`config.mk`:
```
export PLATFORM = sky130hd
export DESIGN_NAME = epoch_to_calendar_date_flat
export DESIGN_NICKNAME = d
export VERILOG_FILES = /design/src/etcd_pkg.sv /design/src/etcd_epoch_if.sv /design/src/etcd_date_if.sv /design/src/etcd_day_split.sv /design/src/etcd_field_div.sv /design/src/etcd_calendar.sv /design/src/epoch_to_calendar_date.sv /design/src/flat_wrapper.sv
export SDC_FILE = /design/constraint.sdc
export NUM_CORES = 1
export LEC_CHECK = 0
export ABC_AREA = 1
export BUFFER_PORTS_ARGS = -buffer_cell sky130_fd_sc_hd__buf_2
export CORE_MARGIN = 2
export CORE_UTILIZATION = 60
export CTS_CLUSTER_SIZE = 12
export DETAILED_ROUTE_END_ITERATION = 10
export PLACE_DENSITY = 0.88
export REMOVE_ABC_BUFFERS = 1
export SLEW_MARGIN = 5
export SYNTH_ARGS = -nofsm -noshare
export SYNTH_HDL_FRONTEND = slang
export SYNTH_SLANG_ARGS = --single-unit
```
`constraint.sdc`:
```
create_clock -name clk -period 19.7 [get_ports clk]
set_clock_uncertainty 0.2 [all_clocks]
set_input_delay 3.94 -clock clk [delete_from_list [all_inputs] [get_ports clk]]
set_output_delay 3.94 -clock clk [all_outputs]
set_load 0.02 [all_outputs]
```
`src/etcd_pkg.sv`:
```
// ----------------------------------------------------------------------------
// etcd_pkg
// Shared types, constants and tables for the epoch to calendar date pipeline.
// ----------------------------------------------------------------------------
`timescale 1ns / 1ps

package etcd_pkg;

    localparam logic [31:0] LIMIT_EPOCH = 32'd4102444800;

    // seconds / 86400 = (seconds >> 7) / 675
    localparam int unsigned DAY_LOW_BITS = 7;
    localparam int unsigned DAY_DIV      = 675;
    localparam int unsigned DAY_SHIFT    = 25;
    localparam int unsigned DAY_RECIP    = (2 ** DAY_SHIFT) / DAY_DIV;

    localparam int unsigned DAYS_BEFORE_EPOCH = 731;
    localparam int unsigned CYCLE_BASE_YEAR   = 1968;
    localparam int unsigned DAYS_PER_CYCLE    = 1461;
    localparam int unsigned CYCLE_SHIFT       = 16;
    localparam int unsigned CYCLE_RECIP       = (2 ** CYCLE_SHIFT) / DAYS_PER_CYCLE;

    localparam int unsigned EPOCH_WEEKDAY = 4;
    localparam int unsigned WEEK_DAYS     = 7;
    localparam int unsigned WEEK_SHIFT    = 16;
    localparam int unsigned WEEK_RECIP    = (2 ** WEEK_SHIFT) / WEEK_DAYS;

    localparam int unsigned SIXTY        = 60;
    localparam int unsigned MIN_SHIFT    = 17;
    localparam int unsigned MIN_RECIP    = (2 ** MIN_SHIFT) / SIXTY;
    localparam int unsigned HOUR_SHIFT   = 11;
    localparam int unsigned HOUR_RECIP   = (2 ** HOUR_SHIFT) / SIXTY;

    localparam int unsigned LEAP_YEAR_DAYS = 366;
    localparam int unsigned YEAR_DAYS      = 365;
    localparam int unsigned MONTHS         = 12;

    typedef struct packed {
        logic        oor;
        logic [15:0] days;
        logic [16:0] secs;
    } etcd_split_t;

    typedef struct packed {
        logic        oor;
        logic [5:0]  cycles;
        logic [10:0] cycle_day;
        logic [2:0]  weekday;
        logic [10:0] mins;
        logic [5:0]  second;
    } etcd_field_t;

    typedef struct packed {
        logic [11:0] year;
        logic [3:0]  month;
        logic [4:0]  day;
        logic [4:0]  hour;
        logic [5:0]  minute;
        logic [5:0]  second;
        logic [2:0]  weekday;
        logic        out_of_range;
    } etcd_date_t;

    // First day of year of each month, counted from zero.
    function automatic logic [8:0] month_start(input logic [3:0] idx, input logic leap);
        logic [8:0] base;
        base = 9'd0;
        case (idx)
            4'd0:    base = 9'd0;
            4'd1:    base = 9'd31;
            4'd2:    base = 9'd59;
            4'd3:    base = 9'd90;
            4'd4:    base = 9'd120;
            4'd5:    base = 9'd151;
            4'd6:    base = 9'd181;
            4'd7:    base = 9'd212;
            4'd8:    base = 9'd243;
            4'd9:    base = 9'd273;
            4'd10:   base = 9'd304;
            4'd11:   base = 9'd334;
            default: base = 9'd0;
        endcase
        if (leap && (idx >= 4'd2))
        begin
            base = base + 9'd1;
        end
        return base;
    endfunction

endpackage

```
`src/etcd_epoch_if.sv`:
```
// ----------------------------------------------------------------------------
// etcd_epoch_if
// Channel carrying one epoch second count per transaction.
// ----------------------------------------------------------------------------
`timescale 1ns / 1ps

interface etcd_epoch_if;
    logic        valid;
    logic        ready;
    logic [31:0] epoch_seconds;

    modport source (output valid, output epoch_seconds, input ready);
    modport sink   (input valid, input epoch_seconds, output ready);
endinterface

```
`src/etcd_date_if.sv`:
```
// ----------------------------------------------------------------------------
// etcd_date_if
// Channel carrying one calendar date and time of day per transaction.
// ----------------------------------------------------------------------------
`timescale 1ns / 1ps

interface etcd_date_if;
    logic        valid;
    logic        ready;
    logic [11:0] year;
    logic [3:0]  month;
    logic [4:0]  day;
    logic [4:0]  hour;
    logic [5:0]  minute;
    logic [5:0]  second;
    logic [2:0]  weekday;
    logic        out_of_range;

    modport source (output valid, output year, output month, output day, output hour,
                    output minute, output second, output weekday, output out_of_range,
                    input ready);
    modport sink   (input valid, input year, input month, input day, input hour,
                    input minute, input second, input weekday, input out_of_range,
                    output ready);
endinterface

```
`src/etcd_day_split.sv`:
```
// ----------------------------------------------------------------------------
// etcd_day_split
// Two stages: split the second count into whole days and seconds of day by
// reciprocal multiplication, then correct the quotient by one compare.
// ----------------------------------------------------------------------------
`timescale 1ns / 1ps

module etcd_day_split (
    input  logic                 clk,
    input  logic                 rst_n,
    input  logic                 epoch_valid,
    output logic                 epoch_ready,
    input  logic [31:0]          epoch_seconds,
    output logic                 split_valid,
    input  logic                 split_ready,
    output etcd_pkg::etcd_split_t split
);

    localparam int unsigned XW = 32 - etcd_pkg::DAY_LOW_BITS;
    localparam int unsigned PW = XW + 16;

    logic                          a_valid_reg;
    logic                          b_valid_reg;
    logic                          a_adv;
    logic                          b_adv;

    logic                          a_oor_reg;
    logic [XW-1:0]                 a_x_reg;
    logic [etcd_pkg::DAY_LOW_BITS-1:0] a_low_reg;
    logic [15:0]                   a_q_reg;
    logic [PW-1:0]                 day_prod;

    logic [XW-1:0]                 day_back;
    logic [10:0]                   day_rem_raw;
    logic                          day_fix;
    logic [9:0]                    day_rem;
    etcd_pkg::etcd_split_t         split_next;
    etcd_pkg::etcd_split_t         split_reg;

    assign b_adv       = !b_valid_reg || split_ready;
    assign a_adv       = !a_valid_reg || b_adv;
    assign epoch_ready = a_adv;

    assign day_prod = PW'(epoch_seconds[31:etcd_pkg::DAY_LOW_BITS])
                    * PW'(etcd_pkg::DAY_RECIP);

    always_ff @(posedge clk or negedge rst_n)
    begin
        if (!rst_n)
        begin
            a_valid_reg <= 1'b0;
            b_valid_reg <= 1'b0;
        end
        else
        begin
            if (a_adv)
            begin
                a_valid_reg <= epoch_valid;
            end
            if (b_adv)
            begin
                b_valid_reg <= a_valid_reg;
            end
        end
    end

    always_ff @(posedge clk)
    begin
        if (a_adv)
        begin
            a_oor_reg <= (epoch_seconds >= etcd_pkg::LIMIT_EPOCH);
            a_x_reg   <= epoch_seconds[31:etcd_pkg::DAY_LOW_BITS];
            a_low_reg <= epoch_seconds[etcd_pkg::DAY_LOW_BITS-1:0];
            a_q_reg   <= day_prod[etcd_pkg::DAY_SHIFT +: 16];
        end
    end

    assign day_back    = XW'(a_q_reg) * XW'(etcd_pkg::DAY_DIV);
    assign day_rem_raw = 11'(a_x_reg - day_back);
    assign day_fix     = (day_rem_raw >= 11'(etcd_pkg::DAY_DIV));
    assign day_rem     = day_fix ? 10'(day_rem_raw - 11'(etcd_pkg::DAY_DIV))
                                 : day_rem_raw[9:0];

    always_comb
    begin
        split_next.oor  = a_oor_reg;
        split_next.days = a_q_reg + 16'(day_fix);
        split_next.secs = {day_rem, a_low_reg};
    end

    always_ff @(posedge clk)
    begin
        if (b_adv)
        begin
            split_reg <= split_next;
        end
    end

    assign split_valid = b_valid_reg;
    assign split       = split_reg;

endmodule

```
`src/etcd_field_div.sv`:
```
// ----------------------------------------------------------------------------
// etcd_field_div
// Two stages: divide the day count by the four-year cycle and by the week,
// and the seconds of day by sixty, each by reciprocal multiply and correction.
// ----------------------------------------------------------------------------
`timescale 1ns / 1ps

module etcd_field_div (
    input  logic                  clk,
    input  logic                  rst_n,
    input  logic                  split_valid,
    output logic                  split_ready,
    input  etcd_pkg::etcd_split_t split,
    output logic                  field_valid,
    input  logic                  field_ready,
    output etcd_pkg::etcd_field_t field
);

    logic        a_valid_reg;
    logic        b_valid_reg;
    logic        a_adv;
    logic        b_adv;

    logic [15:0] cyc_day;
    logic [15:0] week_day;
    logic [21:0] cyc_prod;
    logic [29:0] week_prod;
    logic [28:0] min_prod;

    logic        a_oor_reg;
    logic [15:0] a_cyc_day_reg;
    logic [5:0]  a_cyc_q_reg;
    logic [15:0] a_week_day_reg;
    logic [13:0] a_week_q_reg;
    logic [16:0] a_secs_reg;
    logic [10:0] a_min_q_reg;

    logic [11:0] cyc_rem_raw;
    logic        cyc_fix;
    logic [3:0]  week_rem_raw;
    logic        week_fix;
    logic [6:0]  sec_rem_raw;
    logic        sec_fix;

    etcd_pkg::etcd_field_t field_next;
    etcd_pkg::etcd_field_t field_reg;

    assign b_adv       = !b_valid_reg || field_ready;
    assign a_adv       = !a_valid_reg || b_adv;
    assign split_ready = a_adv;

    assign cyc_day   = split.days + 16'(etcd_pkg::DAYS_BEFORE_EPOCH);
    assign week_day  = split.days + 16'(etcd_pkg::EPOCH_WEEKDAY);
    assign cyc_prod  = 22'(cyc_day) * 22'(etcd_pkg::CYCLE_RECIP);
    assign week_prod = 30'(week_day) * 30'(etcd_pkg::WEEK_RECIP);
    assign min_prod  = 29'(split.secs) * 29'(etcd_pkg::MIN_RECIP);

    always_ff @(posedge clk or negedge rst_n)
    begin
        if (!rst_n)
        begin
            a_valid_reg <= 1'b0;
            b_valid_reg <= 1'b0;
        end
        else
        begin
            if (a_adv)
            begin
                a_valid_reg <= split_valid;
            end
            if (b_adv)
            begin
                b_valid_reg <= a_valid_reg;
            end
        end
    end

    always_ff @(posedge clk)
    begin
        if (a_adv)
        begin
            a_oor_reg      <= split.oor;
            a_cyc_day_reg  <= cyc_day;
            a_cyc_q_reg    <= cyc_prod[etcd_pkg::CYCLE_SHIFT +: 6];
            a_week_day_reg <= week_day;
            a_week_q_reg   <= week_prod[etcd_pkg::WEEK_SHIFT +: 14];
            a_secs_reg     <= split.secs;
            a_min_q_reg    <= min_prod[etcd_pkg::MIN_SHIFT +: 11];
        end
    end

    assign cyc_rem_raw  = 12'(a_cyc_day_reg
                        - 16'(a_cyc_q_reg) * 16'(etcd_pkg::DAYS_PER_CYCLE));
    assign cyc_fix      = (cyc_rem_raw >= 12'(etcd_pkg::DAYS_PER_CYCLE));
    assign week_rem_raw = 4'(a_week_day_reg
                        - 16'(a_week_q_reg) * 16'(etcd_pkg::WEEK_DAYS));
    assign week_fix     = (week_rem_raw >= 4'(etcd_pkg::WEEK_DAYS));
    assign sec_rem_raw  = 7'(a_secs_reg - 17'(a_min_q_reg) * 17'(etcd_pkg::SIXTY));
    assign sec_fix      = (sec_rem_raw >= 7'(etcd_pkg::SIXTY));

    always_comb
    begin
        field_next.oor       = a_oor_reg;
        field_next.cycles    = a_cyc_q_reg + 6'(cyc_fix);
        field_next.cycle_day = cyc_fix
                             ? 11'(cyc_rem_raw - 12'(etcd_pkg::DAYS_PER_CYCLE))
                             : cyc_rem_raw[10:0];
        field_next.weekday   = week_fix
                             ? 3'(week_rem_raw - 4'(etcd_pkg::WEEK_DAYS))
                             : week_rem_raw[2:0];
        field_next.mins      = a_min_q_reg + 11'(sec_fix);
        field_next.second    = sec_fix
                             ? 6'(sec_rem_raw - 7'(etcd_pkg::SIXTY))
                             : sec_rem_raw[5:0];
    end

    always_ff @(posedge clk)
    begin
        if (b_adv)
        begin
            field_reg <= field_next;
        end
    end

    assign field_valid = b_valid_reg;
    assign field       = field_reg;

endmodule

```
`src/etcd_calendar.sv`:
```
// ----------------------------------------------------------------------------
// etcd_calendar
// Two stages: place the day within its four-year cycle and split minutes into
// hours, then find the month by parallel compares and hold the final result.
// ----------------------------------------------------------------------------
`timescale 1ns / 1ps

module etcd_calendar (
    input  logic                  clk,
    input  logic                  rst_n,
    input  logic                  field_valid,
    output logic                  field_ready,
    input  etcd_pkg::etcd_field_t field,
    output logic                  date_valid,
    input  logic                  date_ready,
    output etcd_pkg::etcd_date_t  date
);

    localparam int unsigned Y1 = etcd_pkg::LEAP_YEAR_DAYS;
    localparam int unsigned Y2 = Y1 + etcd_pkg::YEAR_DAYS;
    localparam int unsigned Y3 = Y2 + etcd_pkg::YEAR_DAYS;

    logic        a_valid_reg;
    logic        b_valid_reg;
    logic        a_adv;
    logic        b_adv;

    logic [1:0]  year_off;
    logic [8:0]  doy_next;
    logic [16:0] hour_prod;

    logic        a_oor_reg;
    logic [11:0] a_year_reg;
    logic [8:0]  a_doy_reg;
    logic        a_leap_reg;
    logic [10:0] a_mins_reg;
    logic [5:0]  a_hour_q_reg;
    logic [5:0]  a_second_reg;
    logic [2:0]  a_weekday_reg;

    logic [3:0]  month_idx;
    logic [8:0]  month_base;
    logic [6:0]  min_rem_raw;
    logic        min_fix;

    etcd_pkg::etcd_date_t date_next;
    etcd_pkg::etcd_date_t date_reg;

    assign b_adv       = !b_valid_reg || date_ready;
    assign a_adv       = !a_valid_reg || b_adv;
    assign field_ready = a_adv;

    always_comb
    begin
        if (field.cycle_day < 11'(Y1))
        begin
            year_off = 2'd0;
            doy_next = field.cycle_day[8:0];
        end
        else if (field.cycle_day < 11'(Y2))
        begin
            year_off = 2'd1;
            doy_next = 9'(field.cycle_day - 11'(Y1));
        end
        else if (field.cycle_day < 11'(Y3))
        begin
            year_off = 2'd2;
            doy_next = 9'(field.cycle_day - 11'(Y2));
        end
        else
        begin
            year_off = 2'd3;
            doy_next = 9'(field.cycle_day - 11'(Y3));
        end
    end

    assign hour_prod = 17'(field.mins) * 17'(etcd_pkg::HOUR_RECIP);

    always_ff @(posedge clk or negedge rst_n)
    begin
        if (!rst_n)
        begin
            a_valid_reg <= 1'b0;
            b_valid_reg <= 1'b0;
        end
        else
        begin
            if (a_adv)
            begin
                a_valid_reg <= field_valid;
            end
            if (b_adv)
            begin
                b_valid_reg <= a_valid_reg;
            end
        end
    end

    always_ff @(posedge clk)
    begin
        if (a_adv)
        begin
            a_oor_reg     <= field.oor;
            a_year_reg    <= 12'(etcd_pkg::CYCLE_BASE_YEAR) + 12'({field.cycles, year_off});
            a_doy_reg     <= doy_next;
            a_leap_reg    <= (year_off == 2'd0);
            a_mins_reg    <= field.mins;
            a_hour_q_reg  <= hour_prod[etcd_pkg::HOUR_SHIFT +: 6];
            a_second_reg  <= field.second;
            a_weekday_reg <= field.weekday;
        end
    end

    // Month starts rise, so the count of starts passed is the month index.
    always_comb
    begin
        month_idx = 4'd0;
        for (int i = 1; i < etcd_pkg::MONTHS; i++)
        begin
            month_idx = month_idx
                      + 4'(a_doy_reg >= etcd_pkg::month_start(4'(i), a_leap_reg));
        end
    end

    assign month_base  = etcd_pkg::month_start(month_idx, a_leap_reg);
    assign min_rem_raw = 7'(a_mins_reg - 11'(a_hour_q_reg) * 11'(etcd_pkg::SIXTY));
    assign min_fix     = (min_rem_raw >= 7'(etcd_pkg::SIXTY));

    always_comb
    begin
        date_next = '0;
        date_next.out_of_range = a_oor_reg;
        if (!a_oor_reg)
        begin
            date_next.year    = a_year_reg;
            date_next.month   = month_idx + 4'd1;
            date_next.day     = 5'(a_doy_reg - month_base + 9'd1);
            date_next.hour    = 5'(a_hour_q_reg + 6'(min_fix));
            date_next.minute  = min_fix ? 6'(min_rem_raw - 7'(etcd_pkg::SIXTY))
                                        : min_rem_raw[5:0];
            date_next.second  = a_second_reg;
            date_next.weekday = a_weekday_reg;
        end
    end

    always_ff @(posedge clk)
    begin
        if (b_adv)
        begin
            date_reg <= date_next;
        end
    end

    assign date_valid = b_valid_reg;
    assign date       = date_reg;

endmodule

```
`src/epoch_to_calendar_date.sv`:
```
// ----------------------------------------------------------------------------
// epoch_to_calendar_date
// Converts a 32-bit Unix second count into year, month, day, hour, minute,
// second and weekday (Sunday = 0), treating every fourth year as a leap year.
// Counts at or beyond 2100-01-01 00:00:00 set out_of_range with all other
// fields zero. The block accepts one transaction every clock while the output
// is not stalled, and passes each through three divide steps (days, four-year
// cycles, minutes/hours), each a reciprocal multiply stage followed by a
// correction stage. A stall on the output backs up through the stages without
// losing or repeating a transaction.
// ----------------------------------------------------------------------------
`timescale 1ns / 1ps

module epoch_to_calendar_date (
    input logic               clk,
    input logic               rst_n,
    etcd_epoch_if.sink        epoch,
    etcd_date_if.source       date
);

    logic                  split_valid;
    logic                  split_ready;
    etcd_pkg::etcd_split_t split;
    logic                  field_valid;
    logic                  field_ready;
    etcd_pkg::etcd_field_t field;
    etcd_pkg::etcd_date_t  result;

    etcd_day_split u_day_split (
        .clk           (clk),
        .rst_n         (rst_n),
        .epoch_valid   (epoch.valid),
        .epoch_ready   (epoch.ready),
        .epoch_seconds (epoch.epoch_seconds),
        .split_valid   (split_valid),
        .split_ready   (split_ready),
        .split         (split)
    );

    etcd_field_div u_field_div (
        .clk         (clk),
        .rst_n       (rst_n),
        .split_valid (split_valid),
        .split_ready (split_ready),
        .split       (split),
        .field_valid (field_valid),
        .field_ready (field_ready),
        .field       (field)
    );

    etcd_calendar u_calendar (
        .clk         (clk),
        .rst_n       (rst_n),
        .field_valid (field_valid),
        .field_ready (field_ready),
        .field       (field),
        .date_valid  (date.valid),
        .date_ready  (date.ready),
        .date        (result)
    );

    assign date.year         = result.year;
    assign date.month        = result.month;
    assign date.day          = result.day;
    assign date.hour         = result.hour;
    assign date.minute       = result.minute;
    assign date.second       = result.second;
    assign date.weekday      = result.weekday;
    assign date.out_of_range = result.out_of_range;

    a_oor_zero: assert property (@(posedge clk) disable iff (!rst_n)
        date.valid && date.out_of_range |->
            date.year == 12'd0 && date.month == 4'd0 && date.day == 5'd0 &&
            date.hour == 5'd0 && date.minute == 6'd0 && date.second == 6'd0 &&
            date.weekday == 3'd0)
        else $error("out of range result carries nonzero fields");

    a_fields_legal: assert property (@(posedge clk) disable iff (!rst_n)
        date.valid && !date.out_of_range |->
            date.year >= 12'd1970 && date.year <= 12'd2099 &&
            date.month >= 4'd1 && date.month <= 4'd12 &&
            date.day >= 5'd1 && date.hour <= 5'd23 &&
            date.minute <= 6'd59 && date.second <= 6'd59 && date.weekday <= 3'd6)
        else $error("date field outside its range");

    a_backpressure: assert property (@(posedge clk) disable iff (!rst_n)
        !epoch.ready |-> date.valid && !date.ready)
        else $error("input stalled while the output drains");

endmodule

```
`src/flat_wrapper.sv`:
```
// flat-port wrapper written by rule: the top's interface ports become plain ports
module epoch_to_calendar_date_flat 
  (clk, rst_n, epoch_valid, epoch_epoch_seconds, epoch_ready, date_valid, date_year, date_month, date_day, date_hour, date_minute, date_second, date_weekday, date_out_of_range, date_ready);
  etcd_epoch_if epoch_i ();
  etcd_date_if date_i ();
  input logic clk;
  input logic rst_n;
  input wire logic [$bits(epoch_i.valid)-1:0] epoch_valid;
  input wire logic [$bits(epoch_i.epoch_seconds)-1:0] epoch_epoch_seconds;
  output wire logic [$bits(epoch_i.ready)-1:0] epoch_ready;
  output wire logic [$bits(date_i.valid)-1:0] date_valid;
  output wire logic [$bits(date_i.year)-1:0] date_year;
  output wire logic [$bits(date_i.month)-1:0] date_month;
  output wire logic [$bits(date_i.day)-1:0] date_day;
  output wire logic [$bits(date_i.hour)-1:0] date_hour;
  output wire logic [$bits(date_i.minute)-1:0] date_minute;
  output wire logic [$bits(date_i.second)-1:0] date_second;
  output wire logic [$bits(date_i.weekday)-1:0] date_weekday;
  output wire logic [$bits(date_i.out_of_range)-1:0] date_out_of_range;
  input wire logic [$bits(date_i.ready)-1:0] date_ready;
  assign epoch_i.valid = epoch_valid;
  assign epoch_i.epoch_seconds = epoch_epoch_seconds;
  assign epoch_ready = epoch_i.ready;
  assign date_valid = date_i.valid;
  assign date_year = date_i.year;
  assign date_month = date_i.month;
  assign date_day = date_i.day;
  assign date_hour = date_i.hour;
  assign date_minute = date_i.minute;
  assign date_second = date_i.second;
  assign date_weekday = date_i.weekday;
  assign date_out_of_range = date_i.out_of_range;
  assign date_i.ready = date_ready;
  epoch_to_calendar_date u_core (.clk(clk), .rst_n(rst_n), .epoch(epoch_i), .date(date_i));
endmodule
```
==> reports/qor.csv <==
metric;value;unit
status;completed;
Residual DRC;0;
global route hottest layer;met2;
grt ovf;0;
register area;7237;sq um
commonest non-fill, non-tap cells in the layout;inv_1, nand2_1, ha_1, edfxtp_1, fa_1;
slew of the pin with the lowest slew margin;1149;ps
final instance area;28210;sq um
total routed wirelength;53590;microns
die width;213.4;microns
total setup buffers inserted after CTS;0;
# Max-Cap Violations;0;
GR met1 Demand/Resource;27.04;%
hold_buf cts;0;
Tcrit/Tclk final;60.74;%
Setup CP Type;in -> out;
startpoint types;input port;
Detail Placement HPWL;44190;microns
Final setup violation count;0;
cell mode on critical path;nor2_1;
vias in the first global route;20250;
R2R Setup Slk;12190;ps
DR WL/cell;14.74;microns
# IOs;80;
Final Hold Fails;0;
delay-heaviest family, CP;buffers and inverters;
Post-DP Area;27400;sq um
RSZ-0062 raised after global routing;no;
Synth Register Bits;242;
WP buf/inv;9;
share of layout cells above drive strength 1;4.918;%
Post-synth ARST share;2.479;%
Skew-Pair Late Insertion Delay;550;ps
CP peak stage delay;710;ps
FP Rows;76;
Root Buffer;clkbuf_16;
Die Span Y;213.4;microns
Max Freq;0.08358;GHz
top_reg_cell synth;edfxtp_1;
crit path max fanout;47;
antenna-violating nets left;0;
TritonCTS clock tree;built;
largest net degree at the start of global routing;48;
nets;3727;
CTS sink cnt;242;
TritonRoute pass-1 iters;5;
warnings from Yosys;0;
grt met3 use;2.431;%
CP Data Arrival Time;7830;ps
core footprint;43170;sq um
Slew Limit Fails;0;
total CTS buffers;26;
commonest non-fill, non-tap cell in the layout;inv_1;
Reg clk slew, reported paths;60;ps
Synth Cell Area;26320;sq um
Crit Reg-Reg Endpoint;u_core.u_calendar.date[25]$_SDFFCE_PP0P_;
average size of a mapped cell;8.966;sq um
CP max-delay cell;inv_2;
Worst Path Required;15560;ps
routed vias/inst;5.315;
WHS Path Cells;0;
met2 Usage GRT;48.22;%
post-synthesis instance total;2935;
initial antenna violation count;0;
min-delay src;u_core.u_field_div.field[17]$_DFFE_PP_;
min-delay worst type;reg -> reg;
reg2reg path depth;28;
CP endpoint kind;primary output;
1st-iter DRT viols;1126;
Final GP Congestion;0.9475;
EDFF count, synth;236;
Multi-input gate area;16320;sq um
Synth cell types;58;
Seq/Total Area, Yosys;27.50;%
antenna fix cells;0;
Port-buffer cells;79;
Total GRT Usage;24.50;%
CTS resizes;0;
Starting Density;60.96;%
setup_tns;0;ps
worst r2r src;u_core.u_calendar.a_leap_reg$_DFFE_PP_;
fill cell count;3229;
Worst Hold Endpoint;u_core.u_calendar.a_weekday_reg[0]$_DFFE_PP_;
Final min period;11970;ps
H-tree depth;1;
CTS max path bufs;3;
first-pass GRT wire length;90950;microns
worst rel slew slack;22.40;%
max reg flops;41;
Die Footprint;45550;sq um
vias after detailed routing;19320;
worst-path cell chain;buf_2 -> nor2_1 -> inv_1 -> buf_4 -> nor2_1 -> inv_1 -> buf_4 -> nor2_1 -> inv_1 -> buf_4 -> nor2_1 -> inv_2 -> nor2_1 -> nand2_2 -> buf_2;
Area growth, synth to finish;7.189;%
synth_stat cells, drive strengths merged (2+ instances only):
| library cell | n | area, sq um |
|---|---|---|
| o21ai | 100 | 504.2 |
| o221ai | 2 | 17.52 |
| a211oi | 3 | 22.52 |
| o21a | 6 | 45.04 |
| ha | 468 | 5856 |
| nor3 | 23 | 120.1 |
| nand3b | 6 | 45.04 |
| o31ai | 3 | 22.52 |
| xnor2 | 47 | 411.6 |
| nand4 | 39 | 244.0 |
| o211ai | 3 | 22.52 |
| fa | 192 | 3844 |
| buf | 9 | 55.04 |
| xor2 | 113 | 1005 |
| nand3 | 107 | 565.5 |
| inv | 712 | 2673 |
| nand2 | 484 | 1852 |
| a31oi | 11 | 68.82 |
| nor4 | 4 | 25.02 |
| or2 | 4 | 25.02 |
| dfrtp | 6 | 150.1 |
| a21oi | 122 | 614.3 |
| o21bai | 10 | 75.07 |
| nor2 | 190 | 718.2 |
| a21o | 9 | 67.56 |
| clkinv | 2 | 7.510 |
| and2 | 2 | 12.51 |
| edfxtp | 236 | 7087 |
| clkbuf | 7 | 26.28 |
logic make-up after synthesis:
family,share of synthesized area [%]
simple gates,13.79
buf+inv,10.49
fa+ha+maj,36.86
compound gates,5.891
flops,27.50
xor+xnor,5.382
mux,0.08083
per-layer routing:
| layer | up-vias | wire length (microns) |
|---|---|---|
| met5 | - | 0 |
| met4 | 0 | 1724 |
| met3 | 140 | 2292 |
| met2 | 514 | 28410 |
| met1 | 9085 | 21160 |
| li1 | 9582 | - |
metrics by stage:
stage	hold WS [ps]	utilization, %	setup slack, ps	cells
4_1_cts	204.8	65.34	7670	3635
6_report	208.6	65.34	7735	3635
3_3_place_gp	200.9	63.47	7855	3588
5_1_grt	217.7	65.34	7316	3635
2_1_floorplan	200.3	-	6725	2919
3_5_place_dp	204.5	63.47	7674	3588
area by class of cell:
class	instances	share of cell area (%)
flip-flops and latches	242	25.66
repair buffers	84	1.535
clock inverters	10	0.4037
clock buffers	37	2.453
inverters	714	9.501
multi-input cells	1963	57.86
well taps	585	2.595
worst max path at each step:
| stage | start | to | slack (ps) | depth (start not counted) |
|---|---|---|---|---|
| after floorplan | date_ready | epoch_ready | 6720 | 10 |
| after global placement | date_ready | epoch_ready | 7860 | 15 |
| after detailed placement | date_ready | epoch_ready | 7670 | 15 |
| after CTS | date_ready | epoch_ready | 7670 | 15 |
| after global routing | date_ready | epoch_ready | 7320 | 15 |
| final | date_ready | epoch_ready | 7730 | 15 |
Power is not shown: default switching activity piles up to over one toggle a cycle in this logic, so the estimate is an artifact.
